`config.mk`:
```
export PLATFORM = sky130hd
export DESIGN_NAME = mge_window
export DESIGN_NICKNAME = d
export VERILOG_FILES = /design/src/sv/mge_pkg.sv /design/src/sv/mge_window.sv
export SDC_FILE = /design/constraint.sdc
export NUM_CORES = 1
export LEC_CHECK = 0
export ABC_CLOCK_PERIOD_IN_PS = 41900
export BUFFER_PORTS_ARGS = -buffer_cell sky130_fd_sc_hd__buf_2
export CORE_ASPECT_RATIO = 1.75
export CORE_MARGIN = 5
export CORE_UTILIZATION = 30
export DETAILED_ROUTE_END_ITERATION = 16
export GPL_TIMING_DRIVEN = 1
export SLEW_MARGIN = 20
export SYNTH_ARGS = -nofsm -noshare
export SYNTH_HDL_FRONTEND = slang
export SYNTH_SLANG_ARGS = --single-unit
```
`constraint.sdc`:
```
create_clock -name clk -period 41.9 [get_ports clk]
set_input_delay 8.38 -clock clk [delete_from_list [all_inputs] [get_ports clk]]
set_output_delay 8.38 -clock clk [all_outputs]
set_load 0.01 [all_outputs]
```
`src/sv/mge_pkg.sv`:
```
// ----------------------------------------------------------------------------
// Morphological gradient edge detector package
// Shared widths, register indexes, request and result types, and the
// scan control word passed from the scan counters to the window stage.
// ----------------------------------------------------------------------------
package mge_pkg;

	localparam int PIX_W          = 8;
	localparam int THRESH_W       = 8;
	localparam int DIM_W          = 11;
	localparam int APB_AW         = 4;
	localparam int APB_DW         = 32;
	localparam int DEF_MAX_WIDTH  = 1024;
	localparam int DEF_MAX_HEIGHT = 1024;
	localparam int RST_DIM        = 1024;

	localparam logic [1:0] REG_THRESHOLD = 2'd0;
	localparam logic [1:0] REG_WIDTH     = 2'd1;
	localparam logic [1:0] REG_HEIGHT    = 2'd2;

	typedef struct packed {
		logic [PIX_W-1:0] pixel;
		logic             pad;
	} pix_req_t;

	typedef struct packed {
		logic edge_res;
		logic frame_end;
	} edge_res_t;

	typedef struct packed {
		logic [PIX_W-1:0] upper;
		logic [PIX_W-1:0] middle;
	} line_pair_t;

	typedef struct packed {
		logic       ignore;
		logic       in_frame;
		logic       emit;
		logic       frame_end;
		logic       use_post;
		logic [2:0] row_msk;
		logic [2:0] col_msk;
	} scan_ctl_t;

	function automatic int clamp_dim(int raw, int max_dim);
		int res;
		res = raw;
		if (raw < 1) begin
			res = 1;
		end else if (raw > max_dim) begin
			res = max_dim;
		end
		return res;
	endfunction

endpackage

```
`src/sv/mge_window.sv`:
```
// ----------------------------------------------------------------------------
// Window and edge decision
// Holds the 3x3 neighbourhood, shifts in a new column per request and
// compares the range of the valid taps against the threshold.
// ----------------------------------------------------------------------------
module mge_window (
	input  logic                         clk,
	input  logic                         arst_n,
	input  logic                         adv,
	input  logic [mge_pkg::PIX_W-1:0]    px,
	input  mge_pkg::line_pair_t          lines,
	input  mge_pkg::scan_ctl_t           ctl,
	input  logic [mge_pkg::THRESH_W-1:0] threshold,
	output logic                         edge_res
);

	logic [mge_pkg::PIX_W-1:0] win_q   [3][3];
	logic [mge_pkg::PIX_W-1:0] win_sh  [3][3];
	logic [mge_pkg::PIX_W-1:0] win_sel [3][3];
	logic [mge_pkg::PIX_W-1:0] hi;
	logic [mge_pkg::PIX_W-1:0] lo;

	always_comb begin
		for (int i = 0; i < 3; i++) begin
			win_sh[i][0] = win_q[i][1];
			win_sh[i][1] = win_q[i][2];
		end
		win_sh[0][2] = lines.upper;
		win_sh[1][2] = lines.middle;
		win_sh[2][2] = px;
	end

	always_comb begin
		hi = '0;
		lo = '1;
		for (int i = 0; i < 3; i++) begin
			for (int j = 0; j < 3; j++) begin
				win_sel[i][j] = ctl.use_post ? win_sh[i][j] : win_q[i][j];
				if (ctl.row_msk[i] && ctl.col_msk[j]) begin
					if (win_sel[i][j] > hi) begin
						hi = win_sel[i][j];
					end
					if (win_sel[i][j] < lo) begin
						lo = win_sel[i][j];
					end
				end
			end
		end
	end

	assign edge_res = ((hi - lo) > threshold);

	always_ff @(posedge clk or negedge arst_n) begin
		if (!arst_n) begin
			for (int i = 0; i < 3; i++) begin
				for (int j = 0; j < 3; j++) begin
					win_q[i][j] <= '0;
				end
			end
		end else if (adv) begin
			win_q <= win_sh;
		end
	end

endmodule

```
# After elaboration in Yosys (flattened, before gate mapping)
# Index checks and enable logic that the tools add are counted.
# totals
wordCells	83
output_inout_bits	1
in_bits	46
ff_bits	72
# classes
magnitude_cmp	19
reduce_logical	9
muxes	45
addsub	1
# ops
cell	n
8-bit two-way mux	45
8-bit greater-than comparator	9
8-bit < comparator	8
1-bit logical AND	9
8-bit by 1-bit greater-than comparator with 1-bit output, second input constant	1
8-bit < comparator, second input constant	1
8-bit subtractor	1

# Logic depth before layout (Yosys ltp)
# depth
ltp_word	30
ltp_mapped	100
ltp_nobuf	90

# Worst setup path after synthesis
# OpenSTA, ideal clock, no wires.
# synth_path
kind	input to output
startpoint	input ctl[6] (netlist name)
endpoint	output edge_res
setup_slack_ns	7.306
required_time_ns	33.520
n_path_buf	10
path_stages	91
t_arrival_ns	26.214
cell_sequence	buf_2 -> buf_1 -> buf_1 -> clkbuf_1 -> mux2_2 -> ha_1 -> nor2b_1 -> o211ai_1 -> a2111oi_0 -> nor2_1 -> o21ai_0 -> ha_1 -> and4_1 -> a21oi_1 -> o21ai_0 -> or2_2 -> buf_2 -> nand2_1 -> [... 55 more ...] -> clkbuf_1 -> mux2i_1 -> ha_1 -> nor2b_1 -> o21ai_0 -> nand2b_1 -> a21o_1 -> a21o_1 -> a21o_1 -> a21oi_1 -> nor2b_1 -> mux2_2 -> a211oi_1 -> ha_1 -> nand3_1 -> nor2_1 -> a211oi_1 -> a21oi_1
# synth_via
elab_chain_len	30
elab_cells_between_ends	65
classes_between	add/sub (1); order compare (19); mux (45)
# synth_rtl
item	line_no	rtl
start: declaration	mge_window.sv:12	input mge_pkg::scan_ctl_t ctl,
8-bit two-way mux	mge_window.sv:38	win_sel[i][j] = ctl.use_post ? win_sh[i][j] : win_q[i][j];
8-bit by 1-bit greater-than comparator with 1-bit output / 8-bit < comparator (equally long branches)	mge_window.sv:40, mge_window.sv:43	
8-bit two-way mux (on tied branches)	mge_window.sv:40, mge_window.sv:43	
8-bit two-way mux	mge_window.sv:39	if (ctl.row_msk[i] && ctl.col_msk[j]) begin
8-bit greater-than comparator / 8-bit < comparator (equally long branches)	mge_window.sv:40, mge_window.sv:43	
8-bit two-way mux (on tied branches)	mge_window.sv:40, mge_window.sv:43	
8-bit two-way mux	mge_window.sv:39	
8-bit greater-than comparator / 8-bit < comparator (equally long branches)	mge_window.sv:40, mge_window.sv:43	
[... 14 more ...]	--	
8-bit greater-than comparator / 8-bit < comparator (equally long branches)	mge_window.sv:40, mge_window.sv:43	
8-bit two-way mux (on tied branches)	mge_window.sv:40, mge_window.sv:43	
8-bit two-way mux	mge_window.sv:39	
8-bit greater-than comparator / 8-bit < comparator (equally long branches)	mge_window.sv:40, mge_window.sv:43	
8-bit two-way mux (on tied branches)	mge_window.sv:40, mge_window.sv:43	
8-bit two-way mux	mge_window.sv:39	
8-bit subtractor *	mge_window.sv:51	assign edge_res = ((hi - lo) > threshold);
8-bit greater-than comparator *	mge_window.sv:51	
end: declaration	mge_window.sv:14	output logic edge_res
# Every way passes the cells marked *; elsewhere a longest branch is shown, timed or not.

# Worst setup path in the final report
# Ends and elaborated chain as after synthesis.

==> summary by stage <==
Cells and area
The number of flip-flops in the largest register is 72. The core utilization of the finished layout is roughly 33%. The fraction of layout cells with a size suffix above 1 is 21.2%. The repair_antennas step left the layout with diodes totalling 0. After filler insertion, the fill cell instance count of the layout stands at 3011. Relative to the synthesized area, the layout overhead comes to 10.6%. The largest registers in the layout are win_q x72. The net total in the final layout is 1192. The register containing the most flip-flops in the final layout is win_q.

Die
The number of I/O pins is 47. For this configuration, the core starts out at a cell density of 30.2%. The overall die area is 33100 sq um. The horizontal die dimension is approximately 140 um. The region available for standard cell placement spans 29200 sq um. The number of standard-cell rows in the floorplan is 83.

In this run the vertical extent of the chip is ~240 um.

Placed design
Once detailed placement completed, the half-perimeter wirelength came to 20400 um. The routability congestion estimate from global placement is 0.922. The post-place setup slack is 4.71 ns. Buffers placed on the I/O ports in this run total 42.

Setup path
The nature of the critical path startpoint is an input pin. The required time at the endpoint of the critical path is ~34 ns. STA puts the critical path data arrival time at 28.88 ns.

On the critical path, the stage with the largest delay is an instance of sky130_fd_sc_hd__a21oi_1. Along the worst path, the maximum fanout reaches 54. The endpoint kind of the worst setup timing path is an output pin. On the worst path, the slowest cell contributes a delay of slightly below 0.8 ns. The flop-to-flop setup slack is 41.09 ns. The critical path class is input pin to output pin.

Global routing
The global-route total usage across every layer is between 10% and 20%. Entering global routing, the biggest net connects 73 pins. The global-route wire length before repair is 38800 um. The via count of the first global-routing pass is ~7700. Global routing finished with a remaining overflow of 0.

The initial antenna violation count was 1.

Clock network
At the later pin of the worst-skew pair, clock insertion delay measures 0.34 ns. CTS saw 72 sinks. The clock passes through at most 2 buffers. The tree is rooted in a sky130_fd_sc_hd__clkbuf_16. Once the clock tree was built, the resizer swapped 0 gates to a different size. The number of clock buffers added by TritonCTS is 9. The CTS tree is yes. The H-tree depth reported by CTS is 3. The clock-pin slew of the registers on the worst-case setup and hold paths is 0.06 ns. The number of hold buffers added after CTS was 0. The setup fix buffers added after clock tree synthesis is 0.

Power and ir drop
The power density of the placed cells is roughly 56 nW/um^2. Overall power consumption after layout is estimated at 547 uW. The cell leakage power is 0.00457 uW.

The largest vdd supply drop is 0.0830 mV.

Timing
In this run the tightest slew margin relative to its limit is 35.4%. The slew at the pin closest to its max-slew limit is 0.969 ns. Setup slack closes at 4.64 ns.

The final-report hold violation count is 0. The time the final worst path needs with I/O delays and setup is between 30 and 40 ns. Setup repair after global routing left no endpoint under its margin. The period utilization is 88.9%. The fmax is 26.8 MHz. The number of max-slew violations in the final report is 0. Clock skew on the completed layout was measured at 0.00340 ns.

The final setup violation count is 0. The summed negative setup slack over all endpoints is 0 ns. Final hold analysis gives a worst-case slack of a little over 0.5 ns.

Drt
Once detail routing completed, the nets flagged for antenna violations numbered 0. The post-detailed-route wirelength per cell is 17.4 um. The detailed router placed 7483 vias in this run.

After detailed routing, the number of remaining DRC violations is 0. In this run, the number of DRC markers left after iteration 0 of detailed routing was 270. The wire length reported by the detailed router is 24300 um. The first-pass iteration count of the detailed router is 5. The via density per instance is 5.34.

Synth
After synthesis the cells add up to around 8800 sq um. The synthesized area per cell is 8.93 sq um. The post-synthesis net count is 1165. sky130_fd_sc_hd__dfrtp_1 takes more of the synthesized area than any other cell. Synthesis produced a netlist whose cell count is 988. Counting flops and latches in the post-synthesis netlist gives 72. The most common flop cell mapped by yosys is sky130_fd_sc_hd__dfrtp_1. The total of warnings raised by yosys is 0.

The portion of synthesized cell area occupied by the leading cell type is 20.4%. After synthesis, the cell types taking the most area are sky130_fd_sc_hd__dfrtp_1, sky130_fd_sc_hd__ha_1, sky130_fd_sc_hd__mux2_2. The share of flip-flops with an asynchronous set or reset is 100%. After synthesis, the netlist uses 68 different library cells. The proportion of synthesized chip area in sequential cells is 20.4%. In this run, synthesis inferred 0 flip-flops with an integrated enable.

Run status
The run finished with clean final reports.

Hold path
The worst min-delay path class is flip-flop to flip-flop.

Run
Across the run, the number of max-cap violations was 0.
power breakdown:
| group | switching [uW] | internal, uW |
|---|---|---|
| combinational | 208 | 168 |
| clock | 29.7 | 53.6 |
| sequential | 7.81 | 80.0 |
| total | 246 | 301 |
layer usage:
layer	GRT usage [%]	routed length [um]	up-vias
met5	0	0	-
met4	9.81	1840	0
met3	1.76	570	79
met2	28.9	13300	155
met1	13.5	8620	3536
li1	-	-	3713
path summary, 6_finish.rpt:
check                      depth (start not counted)        end       from
hold reg to reg                                    1  win_q[67]  win_q[67]
setup reg to reg                                   1  win_q[38]  win_q[30]
hold / removal                                     1  win_q[67]  win_q[67]
max in group asynchronous                          1  win_q[48]     arst_n
setup / recovery                                  85   edge_res     ctl[6]
min in group asynchronous                          1  win_q[28]     arst_n
stage by stage:
| step | std cells | cell area (sq um) |
|---|---|---|
| 2_1_floorplan | 988 | 8830 |
| 3_3_place_gp | 1386 | 9440 |
| 3_5_place_dp | 1386 | 9440 |
| 4_1_cts | 1402 | 9760 |
| 5_1_grt | 1402 | 9760 |
| 6_report | 1402 | 9760 |
final cells by class:
class                      instances  area [sq um]  share of cell area (%)
multi-input combinational        813          6640                    68.0
inverter                          72           270                    2.77
timing repair buffer              47           253                    2.59
clock buffer                      11           243                    2.49
clock inverter                     5          80.1                   0.820
sequential                        72          1800                    18.5
tap                              382           478                    4.90
worst max-delay path: cells and delay by family:
kind	cells	cell delay, ns
multiplexers	6	1.99
AO/OA/AOI/OAI	38	8.39
adder cells (fa/ha/maj)	11	3.37
AND/OR/NAND/NOR	25	5.24
buffers and inverters	5	1.46
layout by cell type (no fill, tap or decap), types with 6 or more instances in the layout:
cell type                   Yosys  routed
sky130_fd_sc_hd__ha_1         130     130
sky130_fd_sc_hd__mux2i_1       65      65
sky130_fd_sc_hd__o21a_1        13      13
sky130_fd_sc_hd__buf_2          6      40
sky130_fd_sc_hd__nand3_1       17      17
sky130_fd_sc_hd__a211o_1        7       7
sky130_fd_sc_hd__nor2_1        51      51
sky130_fd_sc_hd__nor2b_1       18      18
sky130_fd_sc_hd__or2_2         11      11
sky130_fd_sc_hd__buf_4          0       7
sky130_fd_sc_hd__dfrtp_1       72      72
sky130_fd_sc_hd__clkbuf_16      0       9
sky130_fd_sc_hd__o21ai_0       54      54
sky130_fd_sc_hd__nand2_1       76      76
sky130_fd_sc_hd__o21ai_1       12      12
sky130_fd_sc_hd__or3_1          6       6
sky130_fd_sc_hd__a211oi_1       6       6
sky130_fd_sc_hd__o211ai_1       6       6
sky130_fd_sc_hd__a21oi_1       61      61
sky130_fd_sc_hd__nor3_1        11      11
sky130_fd_sc_hd__a21o_1        28      28
sky130_fd_sc_hd__nand2b_1      11      11
sky130_fd_sc_hd__and4_1         8       8
sky130_fd_sc_hd__mux2_2       132     132
sky130_fd_sc_hd__o31ai_1        6       6
sky130_fd_sc_hd__inv_1         71      71
sky130_fd_sc_hd__nand4_1       15      15
cell usage after synthesis, types with 4 or more instances:
| master | count |
|---|---|
| sky130_fd_sc_hd__mux2_2 | 132 |
| sky130_fd_sc_hd__ha_1 | 130 |
| sky130_fd_sc_hd__nand2_1 | 76 |
| sky130_fd_sc_hd__dfrtp_1 | 72 |
| sky130_fd_sc_hd__inv_1 | 71 |
| sky130_fd_sc_hd__mux2i_1 | 65 |
| sky130_fd_sc_hd__a21oi_1 | 61 |
| sky130_fd_sc_hd__o21ai_0 | 54 |
| sky130_fd_sc_hd__nor2_1 | 51 |
| sky130_fd_sc_hd__a21o_1 | 28 |
| sky130_fd_sc_hd__clkbuf_1 | 22 |
| sky130_fd_sc_hd__nor2b_1 | 18 |
| sky130_fd_sc_hd__nand3_1 | 17 |
| sky130_fd_sc_hd__nand4_1 | 15 |
| sky130_fd_sc_hd__o21a_1 | 13 |
| sky130_fd_sc_hd__o21ai_1 | 12 |
| sky130_fd_sc_hd__nand2b_1 | 11 |
| sky130_fd_sc_hd__nor3_1 | 11 |
| sky130_fd_sc_hd__or2_2 | 11 |
| sky130_fd_sc_hd__and4_1 | 8 |
| sky130_fd_sc_hd__a211o_1 | 7 |
| sky130_fd_sc_hd__a211oi_1 | 6 |
| sky130_fd_sc_hd__buf_2 | 6 |
| sky130_fd_sc_hd__o211ai_1 | 6 |
| sky130_fd_sc_hd__o31ai_1 | 6 |
| sky130_fd_sc_hd__or3_1 | 6 |
| sky130_fd_sc_hd__a31oi_1 | 5 |
| sky130_fd_sc_hd__xnor2_1 | 5 |
| sky130_fd_sc_hd__and2_1 | 4 |
| sky130_fd_sc_hd__mux2_1 | 4 |
kinds of logic (layout without fill, tap and decap cells):
logic type | count (synthesis) | after routing | synth area share (%)
AO/OA/AOI/OAI | 234 | 234 | 17.6
XOR/XNOR | 8 | 8 | 0.794
adder cells (fa/ha/maj) | 132 | 132 | 18.8
buffers and inverters | 103 | 135 | 4.47
flip-flops | 72 | 72 | 20.4
multiplexers | 201 | 201 | 24.7
AND/OR/NAND/NOR | 238 | 238 | 13.3
Note: power is estimated with default switching activity, not from simulation.
