File: config.mk
export PLATFORM = sky130hd
export DESIGN_NAME = mge_scan
export DESIGN_NICKNAME = d
export VERILOG_FILES = /design/src/sv/mge_pkg.sv /design/src/sv/mge_scan.sv
export SDC_FILE = /design/constraint.sdc
export NUM_CORES = 1
export LEC_CHECK = 0
export BUFFER_PORTS_ARGS = -buffer_cell sky130_fd_sc_hd__buf_2
export CORE_MARGIN = 4
export CORE_UTILIZATION = 30
export CTS_BUF_LIST = sky130_fd_sc_hd__clkbuf_4 sky130_fd_sc_hd__clkbuf_8
export CTS_CLUSTER_DIAMETER = 30
export DETAILED_ROUTE_END_ITERATION = 10
export PLACE_DENSITY = 0.5
export RECOVER_POWER = 100
export SLEW_MARGIN = 20
export SYNTH_ARGS = -nofsm -noshare
export SYNTH_HDL_FRONTEND = slang
export SYNTH_SLANG_ARGS = --single-unit
File: constraint.sdc
create_clock -name clk -period 12 [get_ports clk]
set_clock_uncertainty 0.15 [all_clocks]
set_input_delay 0.6 -clock clk [delete_from_list [all_inputs] [get_ports clk]]
set_output_delay 0.6 -clock clk [all_outputs]
set_load 0.01 [all_outputs]
File: src/sv/mge_pkg.sv
// ----------------------------------------------------------------------------
// Morphological gradient edge detector package
// Shared widths, register indexes, request and result types, and the
// scan control word passed from the scan counters to the window stage.
// ----------------------------------------------------------------------------
package mge_pkg;

	localparam int PIX_W          = 8;
	localparam int THRESH_W       = 8;
	localparam int DIM_W          = 11;
	localparam int APB_AW         = 4;
	localparam int APB_DW         = 32;
	localparam int DEF_MAX_WIDTH  = 1024;
	localparam int DEF_MAX_HEIGHT = 1024;
	localparam int RST_DIM        = 1024;

	localparam logic [1:0] REG_THRESHOLD = 2'd0;
	localparam logic [1:0] REG_WIDTH     = 2'd1;
	localparam logic [1:0] REG_HEIGHT    = 2'd2;

	typedef struct packed {
		logic [PIX_W-1:0] pixel;
		logic             pad;
	} pix_req_t;

	typedef struct packed {
		logic edge_res;
		logic frame_end;
	} edge_res_t;

	typedef struct packed {
		logic [PIX_W-1:0] upper;
		logic [PIX_W-1:0] middle;
	} line_pair_t;

	typedef struct packed {
		logic       ignore;
		logic       in_frame;
		logic       emit;
		logic       frame_end;
		logic       use_post;
		logic [2:0] row_msk;
		logic [2:0] col_msk;
	} scan_ctl_t;

	function automatic int clamp_dim(int raw, int max_dim);
		int res;
		res = raw;
		if (raw < 1) begin
			res = 1;
		end else if (raw > max_dim) begin
			res = max_dim;
		end
		return res;
	endfunction

endpackage

File: src/sv/mge_scan.sv
// ----------------------------------------------------------------------------
// Scan counters
// Tracks the column and row of the next request, including the flush rows,
// and decides which result the request releases and which window taps count.
// ----------------------------------------------------------------------------
module mge_scan #(
	parameter int MAX_WIDTH  = mge_pkg::DEF_MAX_WIDTH,
	parameter int MAX_HEIGHT = mge_pkg::DEF_MAX_HEIGHT,
	parameter int CW         = $clog2(MAX_WIDTH),
	parameter int WW         = $clog2(MAX_WIDTH + 1),
	parameter int HW         = $clog2(MAX_HEIGHT + 1)
) (
	input  logic               clk,
	input  logic               arst_n,
	input  logic [WW-1:0]      width,
	input  logic [HW-1:0]      height,
	input  logic               restart,
	input  logic               pad,
	input  logic               adv,
	output mge_pkg::scan_ctl_t ctl,
	output logic [CW-1:0]      col
);

	localparam int RW = $clog2(MAX_HEIGHT + 3);

	logic [CW-1:0] col_q;
	logic [RW-1:0] row_q;
	logic [CW-1:0] col_eff;
	logic [WW-1:0] col_inc;
	logic [RW-1:0] h_ext;
	logic [RW-1:0] h_plus1;
	logic [CW-1:0] col_nx;
	logic [RW-1:0] row_nx;
	logic          first_col;

	assign col_eff   = (WW'(col_q) >= width) ? '0 : col_q;
	assign col_inc   = WW'(col_eff) + WW'(1);
	assign h_ext     = RW'(height);
	assign h_plus1   = h_ext + RW'(1);
	assign first_col = (col_eff == '0);

	always_comb begin
		ctl           = '0;
		ctl.in_frame  = (row_q < h_ext);
		ctl.ignore    = ctl.in_frame && pad;
		ctl.use_post  = !first_col && (row_q >= RW'(1)) && (row_q <= h_ext);
		ctl.frame_end = first_col && (row_q == h_plus1);
		ctl.emit      = ctl.use_post || (first_col && (row_q >= RW'(2)));
		if (ctl.use_post) begin
			ctl.row_msk = {row_q < h_ext, 1'b1, row_q != RW'(1)};
			ctl.col_msk = {1'b1, 1'b1, col_eff != CW'(1)};
		end else begin
			ctl.row_msk = {row_q <= h_ext, 1'b1, row_q != RW'(2)};
			ctl.col_msk = {1'b1, width != WW'(1), 1'b0};
		end
	end

	always_comb begin
		col_nx = '0;
		row_nx = '0;
		if (!ctl.frame_end) begin
			if (col_inc >= width) begin
				row_nx = row_q + RW'(1);
			end else begin
				col_nx = CW'(col_inc);
				row_nx = row_q;
			end
			if (row_nx > h_plus1) begin
				row_nx = '0;
			end
		end
	end

	always_ff @(posedge clk or negedge arst_n) begin
		if (!arst_n) begin
			col_q <= '0;
			row_q <= '0;
		end else if (restart) begin
			col_q <= '0;
			row_q <= '0;
		end else if (adv) begin
			col_q <= col_nx;
			row_q <= row_nx;
		end
	end

	assign col = col_eff;

	a_col_in_row: assert property (@(posedge clk) disable iff (!arst_n)
		WW'(col_q) < width)
		else $error("column counter has run past the row width");

	a_row_bound: assert property (@(posedge clk) disable iff (!arst_n)
		row_q <= h_plus1)
		else $error("row counter has run past the last flush row");

	a_frame_wrap: assert property (@(posedge clk) disable iff (!arst_n)
		(adv && ctl.frame_end) |=> (row_q == '0) && (col_q == '0))
		else $error("counters did not return to the frame start after frame end");

endmodule

### Word level (Yosys, flattened, before mapping)

Index checks and enable logic that the tools add are counted.

| operators by class | value |
|---|---|
| add/sub/neg operators | 3 |
| equal/unequal tests | 5 |
| reductions and logical operators | 9 |
| muxes and demuxes | 12 |
| $lt $le $gt $ge | 7 |

Operator list:

| cell | number |
|---|---|
| $mux 11 | 6 |
| $mux 10 | 5 |
| $add 11x1->11 const B | 2 |
| $ne 11x1->1 const B | 2 |
| $add 10x1->11 const B | 1 |
| $eq 11x11->1 | 1 |
| $ge 10x11->1 | 1 |
| $ge 11x1->1 const B | 1 |
| $ge 11x11->1 | 1 |
| $ge 11x2->1 const B | 1 |
| $gt 11x11->1 | 1 |
| $le 11x11->1 | 1 |
| $lt 11x11->1 | 1 |
| $ne 11x2->1 const B | 1 |
| $logic_not 10->1 | 1 |
| $ne 10x1->1 const B | 1 |
| $mux 6 | 1 |
| $logic_and 1x1->1 | 5 |
| $reduce_bool 2->1 | 1 |
| $logic_not 1->1 | 1 |
| $logic_or 1x1->1 | 1 |

| storage, ports and cells | value |
|---|---|
| input port bits | 27 |
| register bits | 21 |
| word-level logic and storage cells | 38 |

### Depth between registers and ports, before layout

Gate-level depths: netlist of run 1.

| logic depth | value |
|---|---|
| word-level depth | 11 |
| mapped depth | 31 |

### Worst setup path after synthesis of run 1

OpenSTA, ideal clock, no wires.

| path | value |
|---|---|
| path kind | input to register |
| start | in width[8] |
| end | reg row_q[10] |
| cell stages on the path | 29 |
| setup slack | 6.087 ns |
| buffers on the path | 1 |
| library setup time | 0.076 ns |
| data arrival time | 5.686 ns |
| data required time | 11.774 ns |
| cells stage by stage | inv_1 -> ha_1 -> and4b_1 -> nand2_1 -> o221ai_1 -> nor2_1 -> nand2_1 -> inv_1 -> ha_1 -> nand3_1 -> nor2_1 -> xnor2_1 -> nor2_1 -> ha_1 -> nand2_1 -> nor4b_1 -> o31a_1 -> o22a_1 -> clkbuf_1 -> nand4_1 -> xnor2_1 -> ha_1 -> nand3_1 -> nor4_1 -> nor3_1 -> o21ai_0 -> nand3_1 -> or4_1 -> o21ai_1 |

| on the way | value |
|---|---|
| word-level cells in the longest chain between the ends | 11 |
| elaborated cells on any way between the ends | 13 |

RTL lines:

| item | RTL line | RTL |
|---|---|---|
| start, declared | mge_scan.sv:15 | `input logic [WW-1:0] width,` |
| $ge 10x11->1 (*) | mge_scan.sv:36 | `assign col_eff = (WW'(col_q) >= width) ? '0 : col_q;` |
| $mux 10 (*) | mge_scan.sv:36 |  |
| net col[0] | mge_scan.sv:21 | `output logic [CW-1:0] col` |
| $add 10x1->11 | mge_scan.sv:37 | `assign col_inc = WW'(col_eff) + WW'(1);` |
| $ge 11x11->1 | mge_scan.sv:62 | `if (col_inc >= width) begin` |
| $mux 11 | mge_scan.sv:62 |  |
| $mux 11 | mge_scan.sv:61 | `if (!ctl.frame_end) begin` |
| $gt 11x11->1 | mge_scan.sv:68 | `if (row_nx > h_plus1) begin` |
| $mux 11 | mge_scan.sv:68 |  |
| $mux 11 (*) | mge_scan.sv:61 |  |
| $mux 11 (*) | mge_scan.sv:81 | `end else if (adv) begin` |
| $mux 11 (*) | mge_scan.sv:78 | `end else if (restart) begin` |
| end signal, assigned | mge_scan.sv:83 | `row_q <= row_nx;` |
| end, declared | mge_scan.sv:27 | `logic [RW-1:0] row_q;` |

The timed path passes the listed nets; every way through them passes the cells marked *. The select of a mux whose other input is x is not followed.
A chain may end at the register's enable or synchronous reset.

### Worst setup path after layout of run 1

| path | value |
|---|---|
| start | reg col_q[4] |
| end | reg row_q[7] |

| on the way | value |
|---|---|
| word-level cells in the longest chain between the ends | 11 |
| elaborated cells on any way between the ends | 13 |

RTL lines:

| item | RTL line | RTL |
|---|---|---|
| start, declared | mge_scan.sv:26 | `logic [CW-1:0] col_q;` |
| start signal, assigned | mge_scan.sv:82 | `col_q <= col_nx;` |
| $ge 10x11->1 | mge_scan.sv:36 |  |
| $mux 10 (*) | mge_scan.sv:36 |  |
| $add 10x1->11 | mge_scan.sv:37 |  |
| $ge 11x11->1 | mge_scan.sv:62 |  |
| $mux 11 | mge_scan.sv:62 |  |
| $mux 11 | mge_scan.sv:61 |  |
| $gt 11x11->1 | mge_scan.sv:68 |  |
| $mux 11 | mge_scan.sv:68 |  |
| $mux 11 (*) | mge_scan.sv:61 |  |
| $mux 11 (*) | mge_scan.sv:81 |  |
| $mux 11 (*) | mge_scan.sv:78 |  |

Every way passes the cells marked *; elsewhere a longest branch is shown, timed or not. The select of a mux whose other input is x is not followed.

==> impl_metrics.py, run 1 <==
metrics = {
    "status": {
        "outcome": "completed",
    },
    "detailed_routing": {
        "via_count": 2940,
        "drtIter0Drc": 180,
        "wirelength_um": 9000,
        "ant_nets": 0,
        "wire_per_inst_um": 16.2,
        "vias_per_cell": 5.28,
        "drt-pass1-iter-count": 5,
        "drc": 0,
    },
    "sta": {
        "rsz0062_at_grt": "false",
        "slew_headroom_pct": 17.0,
        "fin_setup_tns_ps": 0,
        "hold_viol_final": 0,
        "tightestPinTransition_ps": 1240,
        "setup_violations": 0,
        "min_period_ps": 6950,
        "timing.final.crit_share_pct": 57.9,
        "slew_viol_final": 0,
        "fmax_mhz": 144,
    },
    "logic_synthesis": {
        "syn_area_sq_um": 3090,
        "synth-edff-count": 0,
        "synth_area_leaders": "ha_1, dfrtp_1, xnor2_1",
        "synthCells": 389,
        "ys.flop_type": "dfrtp_1",
        "synthArstFlopShare_pct": 100,
        "synthDistinctLibCells": 55,
        "synth_seq_cells": 21,
        "yosysWarnings": 0,
        "yosys.area.top_type": "ha_1",
        "synth.top_cell.area_share_pct": 20.2,
        "seq_area_frac_synth_pct": 17.0,
        "avgSynthCellArea_sq_um": 7.95,
    },
    "global_routing": {
        "overflow": 0,
        "grt_pass1_wl_um": 14700,
        "first_global_vias": 2776,
        "track_usage_pct": 15.4,
        "antenna_found_initial": 0,
        "grt_max_degree": 22,
    },
    "placed_design": {
        "place_congestion": 0.853,
        "postPlaceCellArea_sq_um": 3430,
        "portBuffers": 45,
        "dp_hpwl_um": 7510,
    },
    "worst_setup_path": {
        "required_ps": 12050,
        "arrival_ps": 7000,
        "cp_max_fo": 16,
        "path_class": "reg -> reg",
        "startpoint_type": "register",
        "cp_slowest_stage_delay_ps": 610,
        "worstSetupEndpointType": "register",
        "slowest_stage": "clkbuf_1",
    },
    "floorplan": {
        "start_util_pct": 31.2,
        "ios": 48,
        "core_area_sq_um": 9910,
        "die_w_um": 110,
        "rows": 36,
        "die-area_sq_um": 12000,
        "die_height_um": 110,
    },
    "power": {
        "vdd_ir_drop_max_mv": 0.0338,
        "power_density_nw_per_um2": 49.0,
        "p_leak_nw": 1.70,
    },
    "layout": {
        "drive_above_1_share_pct": 11.1,
        "area_delta_synth_final_pct": 11.8,
        "finalInstanceArea_sq_um": 3460,
        "diodes": 0,
        "regArea_sq_um": 526,
        "fill_cells": 1093,
        "multiInputGateArea_sq_um": 2330,
        "final_nets": 502,
    },
    "cts": {
        "cts_buffers": 3,
        "cts-root-buf": "clkbuf_8",
        "post_cts_buffers": 0,
        "clk_latency_ps": 260,
        "cts_tree": "yes",
        "clockBufferDepth": 2,
        "clkSinkCount": 21,
        "htree_levels": 1,
        "clkTransAtPathRegs_ps": 80,
        "cts-resized-gates": 0,
        "hold_buffers": 0,
    },
    "job": {
        "max_cap_violations": 0,
    },
    "worst_hold_path": {
        "hold_class": "in -> reg",
    },
}
==> metal layers <==
layer	up-vias	wire [um]	track usage, %
met1	1386	4320	22.5
met2	77	4140	24.5
met4	0	123	2.58
met5	-	0	0
li1	1471	-	-
met3	6	417	2.06
==> registers in the layout (all words and copies together) (netlist names) <==
register and cells:
row_q 11, col_q 10
==> cell families (layout without fill, tap and decap cells) <==
| logic type | after synthesis | after routing | share of synthesized area, % |
|---|---|---|---|
| mux | 1 | 1 | 0.324 |
| fa+ha+maj | 50 | 50 | 20.2 |
| simple gates | 145 | 145 | 25.4 |
| other cells | 1 | 2 | 0.121 |
| xor+xnor | 38 | 38 | 12.5 |
| compound gates | 73 | 73 | 16.7 |
| flops | 21 | 21 | 17.0 |
| buf+inv | 60 | 94 | 7.60 |
==> layout by cell type, fill, tap and decap left out, types with 12 or more instances in the layout <==
| master | count |
|---|---|
| buf_2 | 33 |
| xnor2_1 | 28 |
| nand4_1 | 16 |
| dfrtp_1 | 21 |
| nand2_1 | 31 |
| nor2_1 | 27 |
| inv_1 | 40 |
| nand3_1 | 13 |
| a21oi_1 | 12 |
| clkbuf_1 | 13 |
| ha_1 | 50 |
==> cell type report <==
cell class                 instances  area share, %
timing repair buffer              47           6.41
clock buffer                       4           1.41
multi-input combinational        309           67.5
sequential                        21           15.2
tap                              133           4.81
inverter                          43           4.67
==> final timing paths <==
check / startpoint / slack (ps) / depth (start not counted) / to
worst max-delay path: col_q[4] / 5050 / 26 / row_q[7]
worst min-delay path: restart / 360 / 2 / col_q[1]
worst max register to register: col_q[4] / 5050 / 26 / row_q[7]
worst min register to register: col_q[0] / 430 / 2 / col_q[0]
max in group asynchronous: arst_n / 10530 / 1 / col_q[6]
min in group asynchronous: arst_n / 430 / 1 / row_q[2]
==> metrics by stage <==
step / instances / setup slack (ps) / power [mW] / hold slack, ps / utilization (%)
6_report: 557 / 5050 / 0.170 / 363 / 34.9
5_1_grt: 557 / 4370 / 0.181 / 366 / 34.9
4_1_cts: 557 / 5480 / 0.172 / 165 / 35.1
3_5_place_dp: 553 / 5230 / 0.122 / 408 / 34.6
3_3_place_gp: 553 / 5320 / 0.122 / 399 / 34.6
2_1_floorplan: 390 / 6090 / 0.103 / 154 / -
==> report_power, final <==
part           total, mW  internal, mW  switching [mW]  leakage [nW]
Clock             0.0496        0.0259          0.0236        0.0262
Sequential        0.0720        0.0713        0.000728         0.292
Combinational     0.0480        0.0190          0.0290          1.38
Total              0.170         0.116          0.0534          1.70
==> critical path, delay by kind of cell, from the launching register on <==
| family | cells | cell delay [ps] |
|---|---|---|
| adder cells (fa/ha/maj) | 4 | 1220 |
| buffers and inverters | 2 | 770 |
| AO/OA/AOI/OAI | 9 | 1890 |
| AND/OR/NAND/NOR | 10 | 2200 |
| XOR/XNOR | 1 | 130 |
| flip-flops | 1 | 530 |
==> synth_stat cells, types with 3 or more instances <==
master / count
a211oi_1: 3
a21o_1: 6
a21oi_1: 12
a22o_1: 3
a31oi_1: 8
a32o_1: 7
and2_1: 9
and3_1: 4
clkbuf_1: 13
dfrtp_1: 21
ha_1: 50
inv_1: 40
inv_2: 3
nand2_1: 31
nand3_1: 13
nand4_1: 16
nor2_1: 26
nor2b_1: 3
nor3_1: 7
nor4_1: 7
o21ai_0: 6
o21ai_1: 4
o21bai_1: 3
o22ai_1: 3
or2_1: 3
or2_2: 3
or3_1: 5
or4_1: 5
xnor2_1: 28
xnor3_1: 4
xor2_1: 6
Power figures use the tool's default switching activity.
==> run 2: changes to the inputs <==
==> constraint.sdc (replaced) <==
create_clock -name clk -period 6.4 [get_ports clk]
set_clock_uncertainty 0.15 [all_clocks]
set_input_delay 0.32 -clock clk [delete_from_list [all_inputs] [get_ports clk]]
set_output_delay 0.32 -clock clk [all_outputs]
set_load 0.01 [all_outputs]
==> run 2 against run 1 <==
  * Maximum frequency increased by 17%
  * Combinational power increased by 92%
  * First-iteration DRC count decreased by 16%
  * Sequential share of layout area decreased by 0.31 points
  * Register-to-register slack got worse by 4600 ps
  * Final cell count increased by 1.3%
  * Core utilization increased by 0.72 points
  * Worst setup slack got worse by 4600 ps
  * Critical endpoint is now row_q[10]
  * Largest power group unchanged
==> impl_metrics.py, run 2 (same netlist as run 1, synthesis figures left out) <==
metrics = {
    "status": {
        "outcome": "completed",
    },
    "detailed_routing": {
        "vias_per_cell": 5.28,
        "drt-pass1-iter-count": 5,
        "drc": 0,
        "ant_nets": 0,
        "via_count": 2976,
        "wire_per_inst_um": 16.2,
        "wirelength_um": 9160,
        "drtIter0Drc": 151,
    },
    "layout": {
        "final_util_pct": 35.6,
        "fill_cells": 1075,
        "largest_register": "row_q",
        "layout_common_cells": "ha_1, inv_1, buf_2",
        "finalInstanceArea_sq_um": 3530,
        "area_delta_synth_final_pct": 14.1,
        "drive_above_1_share_pct": 14.2,
        "reg_top3": "row_q (11), col_q (10)",
        "regArea_sq_um": 526,
        "multiInputGateArea_sq_um": 2350,
        "diodes": 0,
        "largest_reg_flops": 11,
        "stdcell_count": 564,
        "final_nets": 509,
        "final_common_cell": "ha_1",
    },
    "sta": {
        "fmax_mhz": 168,
        "hold_viol_final": 0,
        "timing.final.crit_share_pct": 93.0,
        "slew_headroom_pct": 16.6,
        "setup_violations": 0,
        "setup_ws_ps": 447,
        "tightestPinTransition_ps": 1250,
        "slew_viol_final": 0,
        "min_period_ps": 5950,
        "fin_setup_tns_ps": 0,
    },
    "power": {
        "seqPwrFrac_pct": 42.1,
        "p_sw_share_pct": 33.1,
        "combPwrFrac_pct": 28.8,
        "pwr-share-clk_pct": 29.0,
        "p_leak_nw": 1.73,
        "cell_internal_pwr_mw": 0.214,
        "vdd_ir_drop_max_mv": 0.0572,
        "p_sw_mw": 0.106,
        "power_density_nw_per_um2": 90.7,
    },
    "cts": {
        "clkSinkCount": 21,
        "clkTransAtPathRegs_ps": 90,
        "cts_tree": "yes",
        "htree_levels": 1,
        "cts_buffers": 3,
        "clockBufferDepth": 2,
        "clk_latency_ps": 270,
        "cts-root-buf": "clkbuf_8",
    },
    "placed_design": {
        "dp_worst_setup_slack_ps": 292,
        "dp_hpwl_um": 7670,
        "portBuffers": 45,
        "place_congestion": 0.869,
        "dp.cells": 559,
        "postPlaceCellArea_sq_um": 3470,
    },
    "global_routing": {
        "antenna_found_initial": 0,
        "grt_pass1_wl_um": 14900,
        "grt_max_degree": 22,
        "first_global_vias": 2886,
        "overflow": 0,
        "track_usage_pct": 15.8,
    },
    "worst_setup_path": {
        "startpoint": "col_q[8]",
        "required_ps": 6460,
        "setup.worst_path.end": "row_q[10]",
        "r2r_start": "col_q[8]",
        "arrival_ps": 6010,
        "cp_max_fo": 6,
        "reg2reg_depth": 27,
        "ff2ff_setup_slack_ps": 450,
        "startpoint_type": "register",
        "worstSetupEndpointType": "register",
        "path_class": "reg -> reg",
        "rr_endpoint": "row_q[10]",
    },
    "floorplan": {
        "rows": 36,
        "die-area_sq_um": 12000,
        "core_area_sq_um": 9910,
        "ios": 48,
        "die_w_um": 110,
        "die_height_um": 110,
        "start_util_pct": 31.2,
    },
    "worst_hold_path": {
        "hold_class": "in -> reg",
        "min_from": "restart",
    },
    "job": {
        "max_cap_violations": 0,
    },
}
[run 2: changes by cell type in the layout (fill, tap and decap cells not counted), sizes merged]
cell         before  now
buf              34   42
dlygate4sd3       0    1
clkinv            0    1
clkbuf           17   14
[run 2: worst min-delay path by stage]
stage / to / slack [ps] / cells after the start
2_1_floorplan: col_q[0] / -130 / 0
3_3_place_gp: row_q[2] / 170 / 1
3_5_place_dp: row_q[2] / 180 / 1
4_1_cts: col_q[1] / 80 / 2
5_1_grt: col_q[1] / 70 / 2
6_report: col_q[1] / 80 / 2
[run 2: routing by layer]
layer / global-route usage [%] / wire length [um] / vias up / part of all wire, %
li1: - / - / 1483 / -
met1: 22.6 / 4500 / 1423 / 49
met2: 25.4 / 4190 / 58 / 46
met3: 2.00 / 280 / 12 / 3.1
met4: 3.29 / 193 / 0 / 2.1
met5: 0 / 0 / - / 0
[run 2: worst max-delay path, cell delays in order (launching register included)]
cell and delay [ps]:
dfrtp_1 460, ha_1 320, and4b_1 220, nand2_1 100
o221ai_1 220, nor2_2 200, nand2_1 110, inv_1 140
ha_1 210, nand3_1 170, nor2_1 190, xnor2_1 130
nor2_1 70, ha_1 300, nand2_1 70, nor4b_1 310
o31a_1 210, o22ai_1 110, or3_1 450, xnor2_1 160
ha_1 300, nand2_1 100, nor4_2 280, nor3_1 70
o21ai_1 130, nand3_2 170, or4_1 480, o21ai_1 80
[run 2: final cells by class]
| class | instances | share of cell area (%) |
|---|---|---|
| timing repair buffer | 54 | 7.84 |
| multi-input combinational | 309 | 66.7 |
| inverter | 43 | 4.57 |
| tap | 133 | 4.72 |
| clock inverter | 1 | 0.142 |
| sequential | 21 | 14.9 |
| clock buffer | 3 | 1.17 |
[run 2: per-stage QoR]
step,hold slack [ps],power [mW]
after global placement,172,0.229
after detailed placement,178,0.229
final,83.1,0.320
after CTS,80.3,0.322
after global routing,71.3,0.341
after floorplan,-126,0.194
[run 2: power by group through the flow]
stage	clock [mW]	combinational, mW	sequential, mW
after global routing	0.102	0.104	0.135
after floorplan	0	0.0567	0.137
after global placement	0	0.0913	0.138
final	0.0930	0.0923	0.135
after CTS	0.0943	0.0924	0.135
after detailed placement	0	0.0915	0.138
[run 2: what timing repair did]
| action | 4_1_cts | 5_1_grt |
|---|---|---|
| hold endpoints to repair | 21 | 0 |
| resized for setup | 0 | 6 |
| setup endpoints to repair | 0 | 11 |
| hold buffers | 1 | 0 |
| buffers inserted | 0 | 0 |
==> run 3: changes to the inputs <==
--- a/config.mk
+++ b/config.mk
@@ -5,13 +5,14 @@
 export SDC_FILE = /design/constraint.sdc
 export NUM_CORES = 1
 export LEC_CHECK = 0
+export ABC_AREA = 1
 export BUFFER_PORTS_ARGS = -buffer_cell sky130_fd_sc_hd__buf_2
 export CORE_MARGIN = 4
 export CORE_UTILIZATION = 30
 export CTS_BUF_LIST = sky130_fd_sc_hd__clkbuf_4 sky130_fd_sc_hd__clkbuf_8
 export CTS_CLUSTER_DIAMETER = 30
 export DETAILED_ROUTE_END_ITERATION = 10
-export PLACE_DENSITY = 0.5
+export PLACE_DENSITY = 0.49
 export RECOVER_POWER = 100
 export SLEW_MARGIN = 20
 export SYNTH_ARGS = -nofsm -noshare
==> run 3 against run 2 <==
  * Synthesized area rose by 11%
  * Maximum frequency rose by 2.5%
  * Non-clock buffer count fell by 2
  * Sequential share of layout area fell by 1.1 points
  * Count of clock-buffer cells in the layout did not move
  * Largest power group unchanged
  * Worst setup slack improved by 150 ps
==> impl_metrics.py, run 3 <==
metrics = {
    "floorplan": {
        "die_w_um": 115,
        "die_height_um": 115,
        "rows": 38,
        "ios": 48,
        "core_area_sq_um": 11000,
        "die-area_sq_um": 13200,
        "start_util_pct": 31.1,
    },
    "worst_setup_path": {
        "slowest_stage": "dfrtp_1",
        "rr_endpoint": "row_q[8]",
        "cp_common_cell": "nand2_1",
        "arrival_ps": 5850,
        "required_ps": 6450,
        "reg2reg_depth": 34,
        "r2r_start": "col_q[6]",
        "cp_max_fo": 18,
        "ff2ff_setup_slack_ps": 590,
        "worstSetupEndpointType": "register",
        "cp_slowest_stage_delay_ps": 460,
        "startpoint_type": "register",
        "path_class": "reg -> reg",
    },
    "power": {
        "vdd_ir_drop_max_mv": 0.0568,
        "power_density_nw_per_um2": 84.4,
        "p_leak_nw": 2.13,
        "power_mw": 0.322,
    },
    "cts": {
        "clkTransAtPathRegs_ps": 80,
        "clockBufferDepth": 2,
        "post_cts_buffers": 0,
        "cts_buffers": 3,
        "htree_levels": 1,
        "clk_latency_ps": 260,
        "cts-root-buf": "clkbuf_8",
        "cts_tree": "yes",
        "clkSinkCount": 21,
    },
    "detailed_routing": {
        "ant_nets": 0,
        "wirelength_um": 10400,
        "vias_per_cell": 4.85,
        "drc": 0,
        "wire_per_inst_um": 14.4,
        "drtIter0Drc": 289,
        "drt-pass1-iter-count": 5,
        "via_count": 3512,
    },
    "sta": {
        "timing.final.crit_share_pct": 90.7,
        "hold_viol_final": 0,
        "setup_violations": 0,
        "setup_ws_ps": 595,
        "slew_viol_final": 0,
        "slew_headroom_pct": 23.6,
        "tightestPinTransition_ps": 1150,
        "fmax_mhz": 172,
        "rsz0062_at_grt": "false",
        "min_period_ps": 5810,
        "fin_setup_tns_ps": 0,
    },
    "logic_synthesis": {
        "synth_area_leaders": "ha_1, nand2_1, dfrtp_1",
        "yosys.area.top_type": "ha_1",
        "synthCells": 537,
        "ys.flop_type": "dfrtp_1",
        "yosysWarnings": 0,
        "avgSynthCellArea_sq_um": 6.40,
        "synth_seq_cells": 21,
        "seq_area_frac_synth_pct": 15.3,
        "synth.top_cell.area_share_pct": 18.2,
        "synthDistinctLibCells": 38,
        "synthTopCellsByCount": "nand2_1, inv_1, ha_1, nor2_1, nand3_1",
        "synth-edff-count": 0,
        "synthArstFlopShare_pct": 100,
        "yosysMostFrequentCell": "nand2_1",
        "syn_area_sq_um": 3440,
    },
    "layout": {
        "final_util_pct": 34.6,
        "layout_common_cells": "nand2_1, inv_1, ha_1",
        "finalInstanceArea_sq_um": 3820,
        "final_nets": 662,
        "area_delta_synth_final_pct": 11.2,
        "largest_register": "row_q",
        "largest_reg_flops": 11,
        "drive_above_1_share_pct": 12.7,
        "reg_top3": "row_q (11), col_q (10)",
        "diodes": 0,
        "final_common_cell": "nand2_1",
    },
    "global_routing": {
        "grt_max_degree": 22,
        "overflow": 0,
        "track_usage_pct": 16.1,
        "antenna_found_initial": 0,
        "first_global_vias": 3375,
        "grt_pass1_wl_um": 17200,
    },
    "worst_hold_path": {
        "holdPathStages": 5,
        "hold_path_end": "col_q[6]",
        "min_from": "adv",
        "hold_class": "in -> reg",
    },
    "placed_design": {
        "place_congestion": 0.886,
        "portBuffers": 45,
        "postPlaceCellArea_sq_um": 3830,
        "dp_hpwl_um": 8920,
        "dp_worst_setup_slack_ps": 370,
    },
    "job": {
        "max_cap_violations": 0,
    },
    "status": {
        "outcome": "completed",
    },
}
## run 3: kinds of logic (layout without fill, tap and decap cells)
logic type,Yosys count,after routing,share of synthesized area [%]
simple gates,291,291,39.6
fa+ha+maj,50,50,18.2
buf+inv,99,145,11.3
compound gates,62,62,11.7
flops,21,21,15.3
xor+xnor,13,13,3.71
other cells,1,2,0.109
## run 3: through the flow
step / hold slack, ps / std cells
2_1_floorplan: -126 / 538
3_3_place_gp: 159 / 719
3_5_place_dp: 157 / 719
4_1_cts: 386 / 724
5_1_grt: 445 / 724
6_report: 408 / 724
## run 3: metal layers
metal	vias up	part of all wire (%)	global-route usage (%)
met5	-	0	0
met4	0	0.87	2.58
met3	9	3.5	1.21
met2	61	45	24.9
met1	1617	51	24.9
li1	1825	-	-
## run 3: layout make-up
| cell class | instances | area [sq um] |
|---|---|---|
| clock buffer | 3 | 41.3 |
| clock inverter | 1 | 5.00 |
| fill | 1257 | 7210 |
| inverter | 89 | 334 |
| multi-input combinational | 418 | 2490 |
| sequential | 21 | 526 |
| tap | 140 | 175 |
| timing repair buffer | 52 | 251 |
## run 3: power by group
group / total, mW / internal [mW] / switching, mW
Sequential: 0.136 / 0.134 / 0.00182
Clock: 0.0897 / 0.0435 / 0.0462
Combinational: 0.0971 / 0.0333 / 0.0637
## run 3: how the worst max path moves through the flow
stage               startpoint         to  slack [ps]  cells after the start
finish                col_q[6]   row_q[8]         590                     34
global route          col_q[5]  row_q[10]          20                     34
CTS                   col_q[5]   row_q[5]         390                     30
detailed placement    width[9]   row_q[8]         370                     30
global placement      width[9]   row_q[2]         470                     30
floorplan             col_q[6]   row_q[0]        1390                     29
## run 3: what timing repair did
action | in CTS | in global routing
hold endpoints to repair | 21 | 0
gates resized for setup | 0 | 2
setup endpoints to repair | 0 | 11
hold buffers | 1 | 0
## run 3: critical path, delay by kind of cell, from the launching register on
kind / cells / cell delay [ps]
DFF: 1 / 460
AOI/OAI and AO/OA: 8 / 1320
buffers and inverters: 6 / 590
adders and majority gates: 4 / 1110
and+or+nand+nor: 16 / 2090
